### config.mk
export PLATFORM = sky130hd
export DESIGN_NAME = mesh_volume_accumulator_top_flat
export DESIGN_NICKNAME = d
export VERILOG_FILES = /design/src/hw/rtl/mva_pkg.sv /design/src/hw/rtl/mva_stream_if.sv /design/src/hw/rtl/mva_ctrl.sv /design/src/hw/rtl/mva_dp.sv /design/src/hw/rtl/mesh_volume_accumulator_top.sv /design/src/flat_wrapper.sv
export SDC_FILE = /design/constraint.sdc
export NUM_CORES = 2
export LEC_CHECK = 0
export ABC_CLOCK_PERIOD_IN_PS = 11450
export BUFFER_PORTS_ARGS = -buffer_cell sky130_fd_sc_hd__buf_2
export CORE_ASPECT_RATIO = 1.2
export CORE_MARGIN = 8
export CORE_UTILIZATION = 30
export CTS_CLUSTER_SIZE = 16
export DETAILED_ROUTE_END_ITERATION = 12
export PLACE_DENSITY = 0.48
export SYNTH_ARGS = -nofsm -noshare
export SYNTH_HDL_FRONTEND = slang
export SYNTH_SLANG_ARGS = --single-unit
export TNS_END_PERCENT = 10
### constraint.sdc
create_clock -name clk_i -period 11.45 [get_ports clk_i]
set_input_delay 0.5725 -clock clk_i [delete_from_list [all_inputs] [get_ports clk_i]]
set_output_delay 0.5725 -clock clk_i [all_outputs]
set_load 0.01 [all_outputs]
### src/hw/rtl/mva_pkg.sv
// ----------------------------------------------------------------------------
// mva_pkg
// Shared types, widths and constants of the mesh volume accumulator.
// ----------------------------------------------------------------------------
package mva_pkg;

  // coordinate and field widths
  localparam int unsigned CoordWidthDefault = 16;
  localparam int unsigned FieldW            = 16;
  localparam int unsigned Axes              = 3;
  localparam int unsigned AxisW             = 2;

  // accumulator and result
  localparam int unsigned SumW    = 63;
  localparam int unsigned SumExtW = SumW + 1;
  localparam int unsigned VolW    = 61;
  localparam logic [SumW-1:0] SumMax = {SumW{1'b1}};

  // divide by six, one 16-bit quotient digit per step, msb digit first
  localparam int unsigned VolumeDivisor = 6;
  localparam int unsigned RemW          = 3;
  localparam int unsigned DivW          = SumExtW;
  localparam int unsigned DigitW        = 16;
  localparam int unsigned DivValW       = RemW + DigitW;
  localparam int unsigned DivSteps      = DivW / DigitW;
  localparam int unsigned DivCntW       = $clog2(DivSteps);
  // digit of {rem, chunk} / 6 is ({rem, chunk} * ceil(2^21 / 6)) >> 21
  localparam int unsigned RecipShift    = 21;
  localparam int unsigned RecipW        = 19;
  localparam logic [RecipW-1:0] Recip   = 19'd349526;
  localparam int unsigned DivProdW      = DivValW + RecipW;

  // multiplier schedule: six cross-product passes, then six dot-product passes
  localparam int unsigned CrossOps = 2 * Axes;
  localparam int unsigned MulOps   = 4 * Axes;
  localparam int unsigned OpW      = $clog2(MulOps);

  // configuration port
  localparam int unsigned CfgIdxW  = 4;
  localparam int unsigned CfgDataW = 16;

  typedef enum logic [CfgIdxW-1:0] {
    CfgCenterX     = 4'd0,
    CfgCenterY     = 4'd1,
    CfgCenterZ     = 4'd2,
    CfgSolidEnable = 4'd3
  } mva_cfg_idx_e;

  typedef struct packed {
    logic signed [FieldW-1:0] vertex_x;
    logic signed [FieldW-1:0] vertex_y;
    logic signed [FieldW-1:0] vertex_z;
    logic                     face_start;
    logic                     mesh_end;
  } mva_vertex_t;

  typedef struct packed {
    logic [VolW-1:0] volume;
    logic            saturated;
  } mva_result_t;

  typedef struct packed {
    logic [CfgIdxW-1:0]  index;
    logic [CfgDataW-1:0] data;
  } mva_cfg_t;

  // controller to datapath
  typedef struct packed {
    logic           load;
    logic           check;
    logic           mul_en;
    logic [OpW-1:0] op;
    logic           sum;
    logic           update;
    logic           div_step;
    logic           out_load;
  } mva_cmd_t;

  // datapath to controller
  typedef struct packed {
    logic triangle;
    logic mesh_end;
    logic out_free;
  } mva_status_t;

endpackage

### src/hw/rtl/mva_stream_if.sv
// ----------------------------------------------------------------------------
// mva_stream_if
// Valid/ready channel with a typed payload, used for every block channel.
// ----------------------------------------------------------------------------
interface mva_stream_if #(
  parameter type payload_t = logic
);

  logic     valid;
  logic     ready;
  payload_t payload;

  modport source (
    output valid,
    output payload,
    input  ready
  );

  modport sink (
    input  valid,
    input  payload,
    output ready
  );

endinterface

### src/hw/rtl/mva_ctrl.sv
// ----------------------------------------------------------------------------
// mva_ctrl
// Sequencer: steps one vertex through diff, multiply, sum, update and divide.
// ----------------------------------------------------------------------------
module mva_ctrl
  import mva_pkg::*;
(
  input  logic        clk_i,
  input  logic        rst_ni,
  input  logic        in_valid_i,
  output logic        in_ready_o,
  input  mva_status_t status_i,
  output mva_cmd_t    cmd_o
);

  typedef enum logic [7:0] {
    ST_IDLE   = 8'b0000_0001,
    ST_CHECK  = 8'b0000_0010,
    ST_MUL    = 8'b0000_0100,
    ST_DRAIN  = 8'b0000_1000,
    ST_SUM    = 8'b0001_0000,
    ST_UPDATE = 8'b0010_0000,
    ST_DIV    = 8'b0100_0000,
    ST_EMIT   = 8'b1000_0000
  } mva_state_e;

  mva_state_e         state_q, state_d;
  logic [OpW-1:0]     step_q, step_d;
  logic [DivCntW-1:0] dcnt_q, dcnt_d;

  always_comb begin
    state_d    = state_q;
    step_d     = step_q;
    dcnt_d     = dcnt_q;
    cmd_o      = '0;
    cmd_o.op   = step_q;
    in_ready_o = 1'b0;
    case (state_q)
      ST_IDLE: begin
        in_ready_o = 1'b1;
        cmd_o.load = in_valid_i;
        if (in_valid_i) begin
          state_d = ST_CHECK;
        end
      end
      ST_CHECK: begin
        cmd_o.check = 1'b1;
        step_d      = '0;
        state_d     = status_i.triangle ? ST_MUL : ST_UPDATE;
      end
      ST_MUL: begin
        cmd_o.mul_en = 1'b1;
        if (step_q == OpW'(MulOps - 1)) begin
          state_d = ST_DRAIN;
        end else begin
          step_d = step_q + 1'b1;
        end
      end
      // last product lands in the accumulator
      ST_DRAIN: begin
        state_d = ST_SUM;
      end
      ST_SUM: begin
        cmd_o.sum = 1'b1;
        state_d   = ST_UPDATE;
      end
      ST_UPDATE: begin
        cmd_o.update = 1'b1;
        dcnt_d       = '0;
        state_d      = status_i.mesh_end ? ST_DIV : ST_IDLE;
      end
      ST_DIV: begin
        cmd_o.div_step = 1'b1;
        if (dcnt_q == DivCntW'(DivSteps - 1)) begin
          state_d = ST_EMIT;
        end else begin
          dcnt_d = dcnt_q + 1'b1;
        end
      end
      // wait for the result register to be free
      ST_EMIT: begin
        if (status_i.out_free) begin
          cmd_o.out_load = 1'b1;
          state_d        = ST_IDLE;
        end
      end
      default: begin
        state_d = ST_IDLE;
      end
    endcase
  end

  always_ff @(posedge clk_i or negedge rst_ni) begin
    if (!rst_ni) begin
      state_q <= ST_IDLE;
      step_q  <= '0;
      dcnt_q  <= '0;
    end else begin
      state_q <= state_d;
      step_q  <= step_d;
      dcnt_q  <= dcnt_d;
    end
  end

  a_step_bound: assert property (@(posedge clk_i) disable iff (!rst_ni)
    (state_q == ST_MUL) |-> (step_q < OpW'(MulOps)))
    else $error("multiply step out of schedule");

  a_div_bound: assert property (@(posedge clk_i) disable iff (!rst_ni)
    (state_q == ST_DIV) |-> (dcnt_q <= DivCntW'(DivSteps - 1)))
    else $error("divide step count overrun");

  a_sum_after_drain: assert property (@(posedge clk_i) disable iff (!rst_ni)
    (state_q == ST_SUM) |-> ($past(state_q) == ST_DRAIN))
    else $error("sum taken before the last product drained");

endmodule

### src/hw/rtl/mva_dp.sv
// ----------------------------------------------------------------------------
// mva_dp
// Datapath: face registers, shared multiplier, saturating accumulator,
// digit-wise divide by six and result register.
// ----------------------------------------------------------------------------
module mva_dp
  import mva_pkg::*;
#(
  parameter int unsigned COORD_WIDTH = CoordWidthDefault
) (
  input  logic        clk_i,
  input  logic        rst_ni,
  input  mva_vertex_t vtx_i,
  input  logic        cfg_we_i,
  input  mva_cfg_t    cfg_i,
  input  mva_cmd_t    cmd_i,
  input  logic        res_ready_i,
  output mva_status_t status_o,
  output logic        res_valid_o,
  output mva_result_t res_o
);

  localparam int unsigned DiffW  = COORD_WIDTH + 1;
  localparam int unsigned OpndW  = DiffW + 1;
  localparam int unsigned ProdW  = 2 * OpndW;
  localparam int unsigned CrossW = 2 * DiffW;
  localparam int unsigned TripW  = 3 * DiffW + 2;

  // configuration
  logic [CfgDataW-1:0] ctr_q [Axes];
  logic                solid_q;

  // current item and face state
  logic signed [COORD_WIDTH-1:0] cur_q  [Axes];
  logic signed [COORD_WIDTH-1:0] org_q  [Axes];
  logic signed [COORD_WIDTH-1:0] prev_q [Axes];
  logic signed [COORD_WIDTH-1:0] vin    [Axes];
  logic                          start_q, end_q;
  logic [1:0]                    count_q;

  // differences against the face origin
  logic signed [DiffW-1:0] da_q [Axes];
  logic signed [DiffW-1:0] db_q [Axes];
  logic signed [DiffW-1:0] dd_q [Axes];

  // multiplier and accumulators
  logic [OpW-1:0]           op_loc;
  logic                     op_dot, op_part;
  logic [AxisW-1:0]         op_axis;
  logic signed [DiffW-1:0]  bj, bl, dj, dl, ak;
  logic signed [CrossW-1:0] ck;
  logic signed [OpndW-1:0]  opa, opb;
  logic signed [ProdW-1:0]  prod_q;
  logic                     prod_vld_q, prod_dot_q, prod_part_q;
  logic [AxisW-1:0]         prod_axis_q;
  logic signed [CrossW-1:0] crs_q [Axes];
  logic signed [TripW-1:0]  prod_ext, prod_sh, t_q;

  // sum and divider
  logic [TripW-1:0]    t_abs;
  logic [SumExtW-1:0]  sum_ext;
  logic [SumW-1:0]     sum_q;
  logic [DivW-1:0]     div_q;
  logic                ovf_q, dsat_q;
  logic [RemW-1:0]     rem_q;
  logic [DivValW-1:0]  dval, dsub, drem;
  logic [DivProdW-1:0] dprod;
  logic [DigitW-1:0]   qdig;

  logic        out_valid_q;
  mva_result_t out_q;

  assign vin[0] = vtx_i.vertex_x[COORD_WIDTH-1:0];
  assign vin[1] = vtx_i.vertex_y[COORD_WIDTH-1:0];
  assign vin[2] = vtx_i.vertex_z[COORD_WIDTH-1:0];

  // configuration registers
  always_ff @(posedge clk_i or negedge rst_ni) begin
    if (!rst_ni) begin
      for (int k = 0; k < Axes; k++) begin
        ctr_q[k] <= '0;
      end
      solid_q <= 1'b1;
    end else if (cfg_we_i) begin
      case (cfg_i.index)
        CfgCenterX:     ctr_q[0] <= cfg_i.data;
        CfgCenterY:     ctr_q[1] <= cfg_i.data;
        CfgCenterZ:     ctr_q[2] <= cfg_i.data;
        CfgSolidEnable: solid_q  <= cfg_i.data[0];
        default: ;
      endcase
    end
  end

  // captured request and differences
  always_ff @(posedge clk_i) begin
    if (cmd_i.load) begin
      for (int k = 0; k < Axes; k++) begin
        cur_q[k] <= vin[k];
      end
      start_q <= vtx_i.face_start;
      end_q   <= vtx_i.mesh_end;
    end
    if (cmd_i.check) begin
      for (int k = 0; k < Axes; k++) begin
        da_q[k] <= {ctr_q[k][COORD_WIDTH-1], ctr_q[k][COORD_WIDTH-1:0]}
                 - {org_q[k][COORD_WIDTH-1], org_q[k]};
        db_q[k] <= {prev_q[k][COORD_WIDTH-1], prev_q[k]}
                 - {org_q[k][COORD_WIDTH-1], org_q[k]};
        dd_q[k] <= {cur_q[k][COORD_WIDTH-1], cur_q[k]}
                 - {org_q[k][COORD_WIDTH-1], org_q[k]};
      end
    end
  end

  // operand select: cross_k = b_j*d_l - b_l*d_j, then a_k times low and high halves
  always_comb begin
    op_dot  = (cmd_i.op >= OpW'(CrossOps));
    op_loc  = op_dot ? (cmd_i.op - OpW'(CrossOps)) : cmd_i.op;
    op_axis = op_loc[AxisW:1];
    op_part = op_loc[0];
    case (op_axis)
      2'd0: begin
        bj = db_q[1]; bl = db_q[2]; dj = dd_q[1]; dl = dd_q[2];
        ak = da_q[0]; ck = crs_q[0];
      end
      2'd1: begin
        bj = db_q[2]; bl = db_q[0]; dj = dd_q[2]; dl = dd_q[0];
        ak = da_q[1]; ck = crs_q[1];
      end
      2'd2: begin
        bj = db_q[0]; bl = db_q[1]; dj = dd_q[0]; dl = dd_q[1];
        ak = da_q[2]; ck = crs_q[2];
      end
      default: begin
        bj = '0; bl = '0; dj = '0; dl = '0;
        ak = '0; ck = '0;
      end
    endcase
    if (op_dot) begin
      opa = {ak[DiffW-1], ak};
      opb = op_part ? {ck[CrossW-1], ck[CrossW-1:DiffW]} : {1'b0, ck[DiffW-1:0]};
    end else begin
      opa = op_part ? {bl[DiffW-1], bl} : {bj[DiffW-1], bj};
      opb = op_part ? {dj[DiffW-1], dj} : {dl[DiffW-1], dl};
    end
  end

  assign prod_ext = {{(TripW - ProdW){prod_q[ProdW-1]}}, prod_q};
  assign prod_sh  = {prod_ext[TripW-DiffW-1:0], {DiffW{1'b0}}};

  always_ff @(posedge clk_i or negedge rst_ni) begin
    if (!rst_ni) begin
      prod_vld_q <= 1'b0;
    end else begin
      prod_vld_q <= cmd_i.mul_en;
    end
  end

  always_ff @(posedge clk_i) begin
    prod_q      <= opa * opb;
    prod_dot_q  <= op_dot;
    prod_part_q <= op_part;
    prod_axis_q <= op_axis;
    if (cmd_i.check) begin
      t_q <= '0;
    end else if (prod_vld_q && prod_dot_q) begin
      t_q <= t_q + (prod_part_q ? prod_sh : prod_ext);
    end
    for (int k = 0; k < Axes; k++) begin
      if (prod_vld_q && !prod_dot_q && (prod_axis_q == AxisW'(k))) begin
        crs_q[k] <= prod_part_q ? (crs_q[k] - prod_q[CrossW-1:0]) : prod_q[CrossW-1:0];
      end
    end
  end

  assign t_abs   = t_q[TripW-1] ? (~t_q + 1'b1) : t_q;
  assign sum_ext = {1'b0, sum_q} + {{(SumExtW - TripW){1'b0}}, t_abs};

  // face state and saturating accumulator
  always_ff @(posedge clk_i or negedge rst_ni) begin
    if (!rst_ni) begin
      for (int k = 0; k < Axes; k++) begin
        org_q[k]  <= '0;
        prev_q[k] <= '0;
      end
      count_q <= '0;
      sum_q   <= '0;
      ovf_q   <= 1'b0;
    end else begin
      if (cmd_i.sum) begin
        if (sum_ext[SumW]) begin
          sum_q <= SumMax;
          ovf_q <= 1'b1;
        end else begin
          sum_q <= sum_ext[SumW-1:0];
        end
      end
      if (cmd_i.update) begin
        if (start_q || (count_q == 2'd0)) begin
          for (int k = 0; k < Axes; k++) begin
            org_q[k]  <= cur_q[k];
            prev_q[k] <= cur_q[k];
          end
          count_q <= 2'd1;
        end else begin
          for (int k = 0; k < Axes; k++) begin
            prev_q[k] <= cur_q[k];
          end
          count_q <= 2'd2;
        end
        // mesh closes: state starts over
        if (end_q) begin
          for (int k = 0; k < Axes; k++) begin
            org_q[k]  <= '0;
            prev_q[k] <= '0;
          end
          count_q <= '0;
          sum_q   <= '0;
          ovf_q   <= 1'b0;
        end
      end
    end
  end

  // long division by six in 16-bit digits, msb digit first
  assign dval  = {rem_q, div_q[DivW-1 -: DigitW]};
  assign dprod = DivProdW'(dval) * DivProdW'(Recip);
  assign qdig  = dprod[RecipShift +: DigitW];
  assign dsub  = DivValW'(qdig) * DivValW'(VolumeDivisor);
  assign drem  = dval - dsub;

  always_ff @(posedge clk_i or negedge rst_ni) begin
    if (!rst_ni) begin
      rem_q <= '0;
    end else if (cmd_i.update) begin
      rem_q <= '0;
    end else if (cmd_i.div_step) begin
      rem_q <= drem[RemW-1:0];
    end
  end

  always_ff @(posedge clk_i) begin
    if (cmd_i.update) begin
      div_q  <= solid_q ? {1'b0, sum_q} : '0;
      dsat_q <= solid_q & ovf_q;
    end else if (cmd_i.div_step) begin
      div_q <= {div_q[DivW-DigitW-1:0], qdig};
    end
  end

  // result register
  always_ff @(posedge clk_i or negedge rst_ni) begin
    if (!rst_ni) begin
      out_valid_q <= 1'b0;
    end else if (cmd_i.out_load) begin
      out_valid_q <= 1'b1;
    end else if (res_ready_i) begin
      out_valid_q <= 1'b0;
    end
  end

  always_ff @(posedge clk_i) begin
    if (cmd_i.out_load) begin
      out_q.volume    <= div_q[VolW-1:0];
      out_q.saturated <= dsat_q;
    end
  end

  assign res_valid_o       = out_valid_q;
  assign res_o             = out_q;
  assign status_o.triangle = !start_q && (count_q == 2'd2);
  assign status_o.mesh_end = end_q;
  assign status_o.out_free = !out_valid_q || res_ready_i;

  a_sat_pins_max: assert property (@(posedge clk_i) disable iff (!rst_ni)
    ovf_q |-> (sum_q == SumMax))
    else $error("saturation flag set with accumulator below max");

  a_count_range: assert property (@(posedge clk_i) disable iff (!rst_ni)
    count_q != 2'd3)
    else $error("face vertex count past two");

  a_rem_range: assert property (@(posedge clk_i) disable iff (!rst_ni)
    rem_q < RemW'(VolumeDivisor))
    else $error("divider remainder not below divisor");

endmodule

### src/hw/rtl/mesh_volume_accumulator_top.sv
// ----------------------------------------------------------------------------
// mesh_volume_accumulator_top
// Streams mesh vertices, sums |triple product| per fan triangle, reports
// the enclosed volume (sum / 6, zero with solid off) on the mesh-end vertex.
//
//   channel    dir   payload         handshake
//   vertex_i   in    mva_vertex_t    valid/ready, request per vertex
//   result_o   out   mva_result_t    valid/ready, one request per mesh
//   cfg_i      in    mva_cfg_t       valid/ready, always ready
//
// a vertex that only opens or extends a face passes through check and update;
// a vertex that closes a fan triangle also makes 12 passes through the one shared
// multiplier, then drain and sum. a mesh-end vertex then runs the divide by six,
// 16 quotient bits per cycle, and loads the result register. one vertex is in
// flight at a time. reset clears face state and config (solid on, center
// zero). a result waiting on result_o does not stall input; a later mesh end
// waits for it.
// ----------------------------------------------------------------------------
module mesh_volume_accumulator_top
  import mva_pkg::*;
#(
  parameter int unsigned COORD_WIDTH = CoordWidthDefault
) (
  input logic          clk_i,
  input logic          rst_ni,
  mva_stream_if.sink   vertex_i,
  mva_stream_if.source result_o,
  mva_stream_if.sink   cfg_i
);

  mva_cmd_t    cmd;
  mva_status_t status;
  logic        in_ready;
  logic        res_valid;
  mva_result_t res;

  assign vertex_i.ready  = in_ready;
  assign cfg_i.ready     = 1'b1;
  assign result_o.valid  = res_valid;
  assign result_o.payload = res;

  mva_ctrl u_ctrl (
    .clk_i      (clk_i),
    .rst_ni     (rst_ni),
    .in_valid_i (vertex_i.valid),
    .in_ready_o (in_ready),
    .status_i   (status),
    .cmd_o      (cmd)
  );

  mva_dp #(
    .COORD_WIDTH (COORD_WIDTH)
  ) u_dp (
    .clk_i       (clk_i),
    .rst_ni      (rst_ni),
    .vtx_i       (vertex_i.payload),
    .cfg_we_i    (cfg_i.valid),
    .cfg_i       (cfg_i.payload),
    .cmd_i       (cmd),
    .res_ready_i (result_o.ready),
    .status_o    (status),
    .res_valid_o (res_valid),
    .res_o       (res)
  );

endmodule

### src/flat_wrapper.sv
// flat-port wrapper written by rule: the top's interface ports become plain ports
module mesh_volume_accumulator_top_flat import mva_pkg::*;
#(
  parameter int unsigned COORD_WIDTH = CoordWidthDefault
)
  (clk_i, rst_ni, vertex_i_valid, vertex_i_payload, vertex_i_ready, result_o_valid, result_o_payload, result_o_ready, cfg_i_valid, cfg_i_payload, cfg_i_ready);
  mva_stream_if #(.payload_t(mva_vertex_t)) vertex_i_i ();
  mva_stream_if #(.payload_t(mva_result_t)) result_o_i ();
  mva_stream_if #(.payload_t(mva_cfg_t)) cfg_i_i ();
  input logic clk_i;
  input logic rst_ni;
  input wire logic [$bits(vertex_i_i.valid)-1:0] vertex_i_valid;
  input wire logic [$bits(vertex_i_i.payload)-1:0] vertex_i_payload;
  output wire logic [$bits(vertex_i_i.ready)-1:0] vertex_i_ready;
  output wire logic [$bits(result_o_i.valid)-1:0] result_o_valid;
  output wire logic [$bits(result_o_i.payload)-1:0] result_o_payload;
  input wire logic [$bits(result_o_i.ready)-1:0] result_o_ready;
  input wire logic [$bits(cfg_i_i.valid)-1:0] cfg_i_valid;
  input wire logic [$bits(cfg_i_i.payload)-1:0] cfg_i_payload;
  output wire logic [$bits(cfg_i_i.ready)-1:0] cfg_i_ready;
  assign vertex_i_i.valid = vertex_i_valid;
  assign vertex_i_i.payload = vertex_i_payload;
  assign vertex_i_ready = vertex_i_i.ready;
  assign result_o_valid = result_o_i.valid;
  assign result_o_payload = result_o_i.payload;
  assign result_o_i.ready = result_o_ready;
  assign cfg_i_i.valid = cfg_i_valid;
  assign cfg_i_i.payload = cfg_i_payload;
  assign cfg_i_ready = cfg_i_i.ready;
  mesh_volume_accumulator_top #(.COORD_WIDTH(COORD_WIDTH)) u_core (.clk_i(clk_i), .rst_ni(rst_ni), .vertex_i(vertex_i_i), .result_o(result_o_i), .cfg_i(cfg_i_i));
endmodule
==> metrics.txt <==
CP endpoint kind=flip-flop; core box area=215,500 µm²; Post-synth ARST share=0.3046; most frequent cells in the layout=843 x inv_1, 834 x nand2_1, 603 x ha_1, 522 x a21oi_1, 450 x fa_1; total CTS buffers=93; syn_nets=8,123; First-pass DRT Iterations=5; critical setup path kind=flip-flop to flip-flop; Clock Root Buffer=clkbuf_16; DRT iter0 DRCs=3,183; CP required=12,090 ps; main combinational cell family by area after synthesis=adder cells; Post-DRT Antenna Nets=0; synthesized instance count=6,995; RSZ-0062 raised after global routing=false; crit path time final=10,220 ps; worst stage delay on the critical path=740 ps; Syn-to-layout area delta=11.36%; global-route usage over all layers=0.1825; first-pass GRT wire length=326.5 mm; Final Hold Viols=0; Final setup violation count=0; worst clock skew=89.84 ps; MaxCap Viol Count=0; post-cts sizing count=0; Post-CTS Setup Repair Bufs=0; synth warn=0; TNS Setup=0 ps; Reg-to-Reg Start=u_core.u_ctrl.step_q[1]$_DFFE_PN0P_; Min-Delay Path Class=primary input to flip-flop; hold path depth=1; Yosys cell types=92; startpoint types=flip-flop; post-route cell area=72,170 µm²; Critical-path top delay cell=buf_4; CTS tree=built; Post-Synth Simple-Gate Area=0.1316; hold path start=vertex_i_payload[39]; adder and majority gate portion of the synthesized area=0.2554; vias in the first global route=51,870; Avg Vias per Cell=5.116; Syn Std Cell Area=64,800 µm²; chip height=525.1 µm; initial cell density of the core=0.3007; WP data arrival=10,850 ps; Syn Area/Cell=9.264 µm²; Reg clk slew, reported paths=60 ps; commonest non-fill, non-tap cell in the layout=inv_1; fin nets=8,189; Slew @ Worst Pin=1125 ps; leading register cell type out of synthesis=edfxtp_1; Placed Area=68,630 µm²; Slew headroom=0.2492; die width=440.3 µm; Endpoint, Worst Hold=u_core.u_dp.cur_q[0][5]$_DFFE_PP_; H-tree depth=3; CTS sink count=755; post-synthesis sequential area ratio=0.3178; Avg WL per Cell=21.58 µm; Buf/Inv on CP=6; Post-synth EDFFs=432; Tcrit/Tclk final=0.8924; drt total wl=215.3 mm; initial antenna violation count=3; largest net degree at the start of global routing=170; setup slack, reg-to-reg=1230 ps; Synth Area in XOR/XNOR=0.04906; Max clock buf depth=3; DRC Markers=0; total grt overflow=0; capture point of the worst reg-to-reg path=u_core.u_dp.prod_q[33]$_DFF_P_; Compound-Gate Fraction of Synth Area=0.1663; die outline area=231,200 µm²; gpl congestion=0.9140; synthesized flop and latch total=755; worst skew pair latency=740 ps; FP Rows=187; multiplexer area fraction after synthesis=0.01460; Ports=140; crit-path max FO=78; Worst Reg-to-Reg Cells=34; fin. max-slew vios=0; routed vias=51,040; PortBufs=138; outcome=finished, final reports clean; share of cells above drive strength 1=0.06738; kind of cell adding the most delay to the critical path=adder cells; Fmax=97.86 MHz; hpwl dp=172.2 mm
-- metal layers --
| metal | vias up | part of all wire | track usage |
|---|---|---|---|
| li1 | 24310 | - | - |
| met5 | - | 0 | 0 |
| met4 | 0 | 0.033 | 0.05436 |
| met3 | 281 | 0.038 | 0.01782 |
| met1 | 25250 | 0.42 | 0.2233 |
| met2 | 1196 | 0.51 | 0.3367 |
-- registers in the layout, indices dropped and copies added, names as in the netlist, 36 cells and up --
register / count
u_core.u_dp.sum_q: 63
u_core.u_dp.dd_q: 51
u_core.u_dp.t_q: 53
u_core.u_dp.res_o: 62
u_core.u_dp.crs_q: 102
u_core.u_dp.ctr_q: 48
u_core.u_dp.cur_q: 48
u_core.u_dp.da_q: 51
u_core.u_dp.db_q: 51
u_core.u_dp.org_q: 48
u_core.u_dp.prod_q: 36
u_core.u_dp.prev_q: 48
u_core.u_dp.div_q: 64
-- cell type report --
class / count / area [µm²]
fillers: 22140 / 143300
inverters: 851 / 3208
flip-flops and latches: 755 / 20600
multi-input cells: 5121 / 40100
repair buffers: 239 / 1569
diodes: 2 / 5.005
clock buffers: 130 / 2643
well taps: 2835 / 3547
clock inverters: 43 / 494.2
-- cell families (layout without fill, tap and decap cells) --
| logic type | Yosys count | after routing |
|---|---|---|
| AND/OR/NAND/NOR | 1900 | 1900 |
| AO/OA/AOI/OAI | 1727 | 1727 |
| buffers and inverters | 1119 | 1263 |
| adder cells (fa/ha/maj) | 1053 | 1053 |
| flip-flops | 755 | 755 |
| XOR/XNOR | 363 | 363 |
| multiplexers | 77 | 77 |
| other | 1 | 3 |
-- synth_stat cells, types with 18 or more instances --
cell type	instances	share of area
inv_1	847	0.049
nand2_1	835	0.048
ha_1	603	0.12
a21oi_1	524	0.040
fa_1	450	0.14
nor2_1	439	0.025
edfxtp_1	432	0.20
o21ai_0	398	0.031
xnor2_1	261	0.035
dfrtp_1	228	0.088
clkbuf_1	216	0.013
a21o_1	171	0.020
nand3_1	153	0.012
a31oi_1	123	0.012
xor2_1	102	0.014
dfxtp_1	93	0.029
nor3_1	89	0.0069
nor2b_1	79	0.0076
o21a_1	74	0.0086
nand2b_1	69	0.0067
mux2_2	50	0.0087
and3_1	49	0.0047
o21bai_1	44	0.0051
o22ai_1	39	0.0038
buf_1	38	0.0022
o31ai_1	38	0.0044
a22oi_1	35	0.0041
nand4_1	35	0.0034
or3_1	35	0.0034
a311oi_1	33	0.0045
a211oi_1	30	0.0035
and2_1	28	0.0027
a21boi_0	23	0.0027
or2_2	21	0.0020
a32o_1	19	0.0029
mux2i_1	18	0.0028
-- worst max path at each step --
stage | from | to | cells past startpoint
5_1_grt | u_core.u_ctrl.step_q[1]$_DFFE_PN0P_ | u_core.u_dp.prod_q[33]$_DFF_P_ | 34
4_1_cts | u_core.u_ctrl.step_q[1]$_DFFE_PN0P_ | u_core.u_dp.prod_q[33]$_DFF_P_ | 34
3_5_place_dp | u_core.u_ctrl.step_q[1]$_DFFE_PN0P_ | u_core.u_dp.prod_q[33]$_DFF_P_ | 34
2_1_floorplan | u_core.u_ctrl.step_q[0]$_DFFE_PN0P_ | u_core.u_dp.prod_q[33]$_DFF_P_ | 41
6_report | u_core.u_ctrl.step_q[1]$_DFFE_PN0P_ | u_core.u_dp.prod_q[33]$_DFF_P_ | 34
3_3_place_gp | u_core.u_ctrl.step_q[1]$_DFFE_PN0P_ | u_core.u_dp.prod_q[33]$_DFF_P_ | 34
-- repair_timing --
action | in CTS | in global routing
endpoints found under the setup margin | 0 | 0
hold buffers | 39 | 0
endpoints found under the hold margin | 100 | 0
-- per-stage QoR --
step,setup WS [ps],utilization,hold WS [ps],cells
floorplan,1932,-,276.9,6995
global placement,1384,0.3185,435.6,9762
detailed placement,1273,0.3185,438.1,9762
CTS,1253,0.3349,15.04,9974
global route,565.9,0.3349,33.79,9974
finish,1231,0.3349,68.85,9976
Power is left out: the tool's default activity adds up to more than one toggle a clock period on the data nets, which glitch-free logic cannot reach.
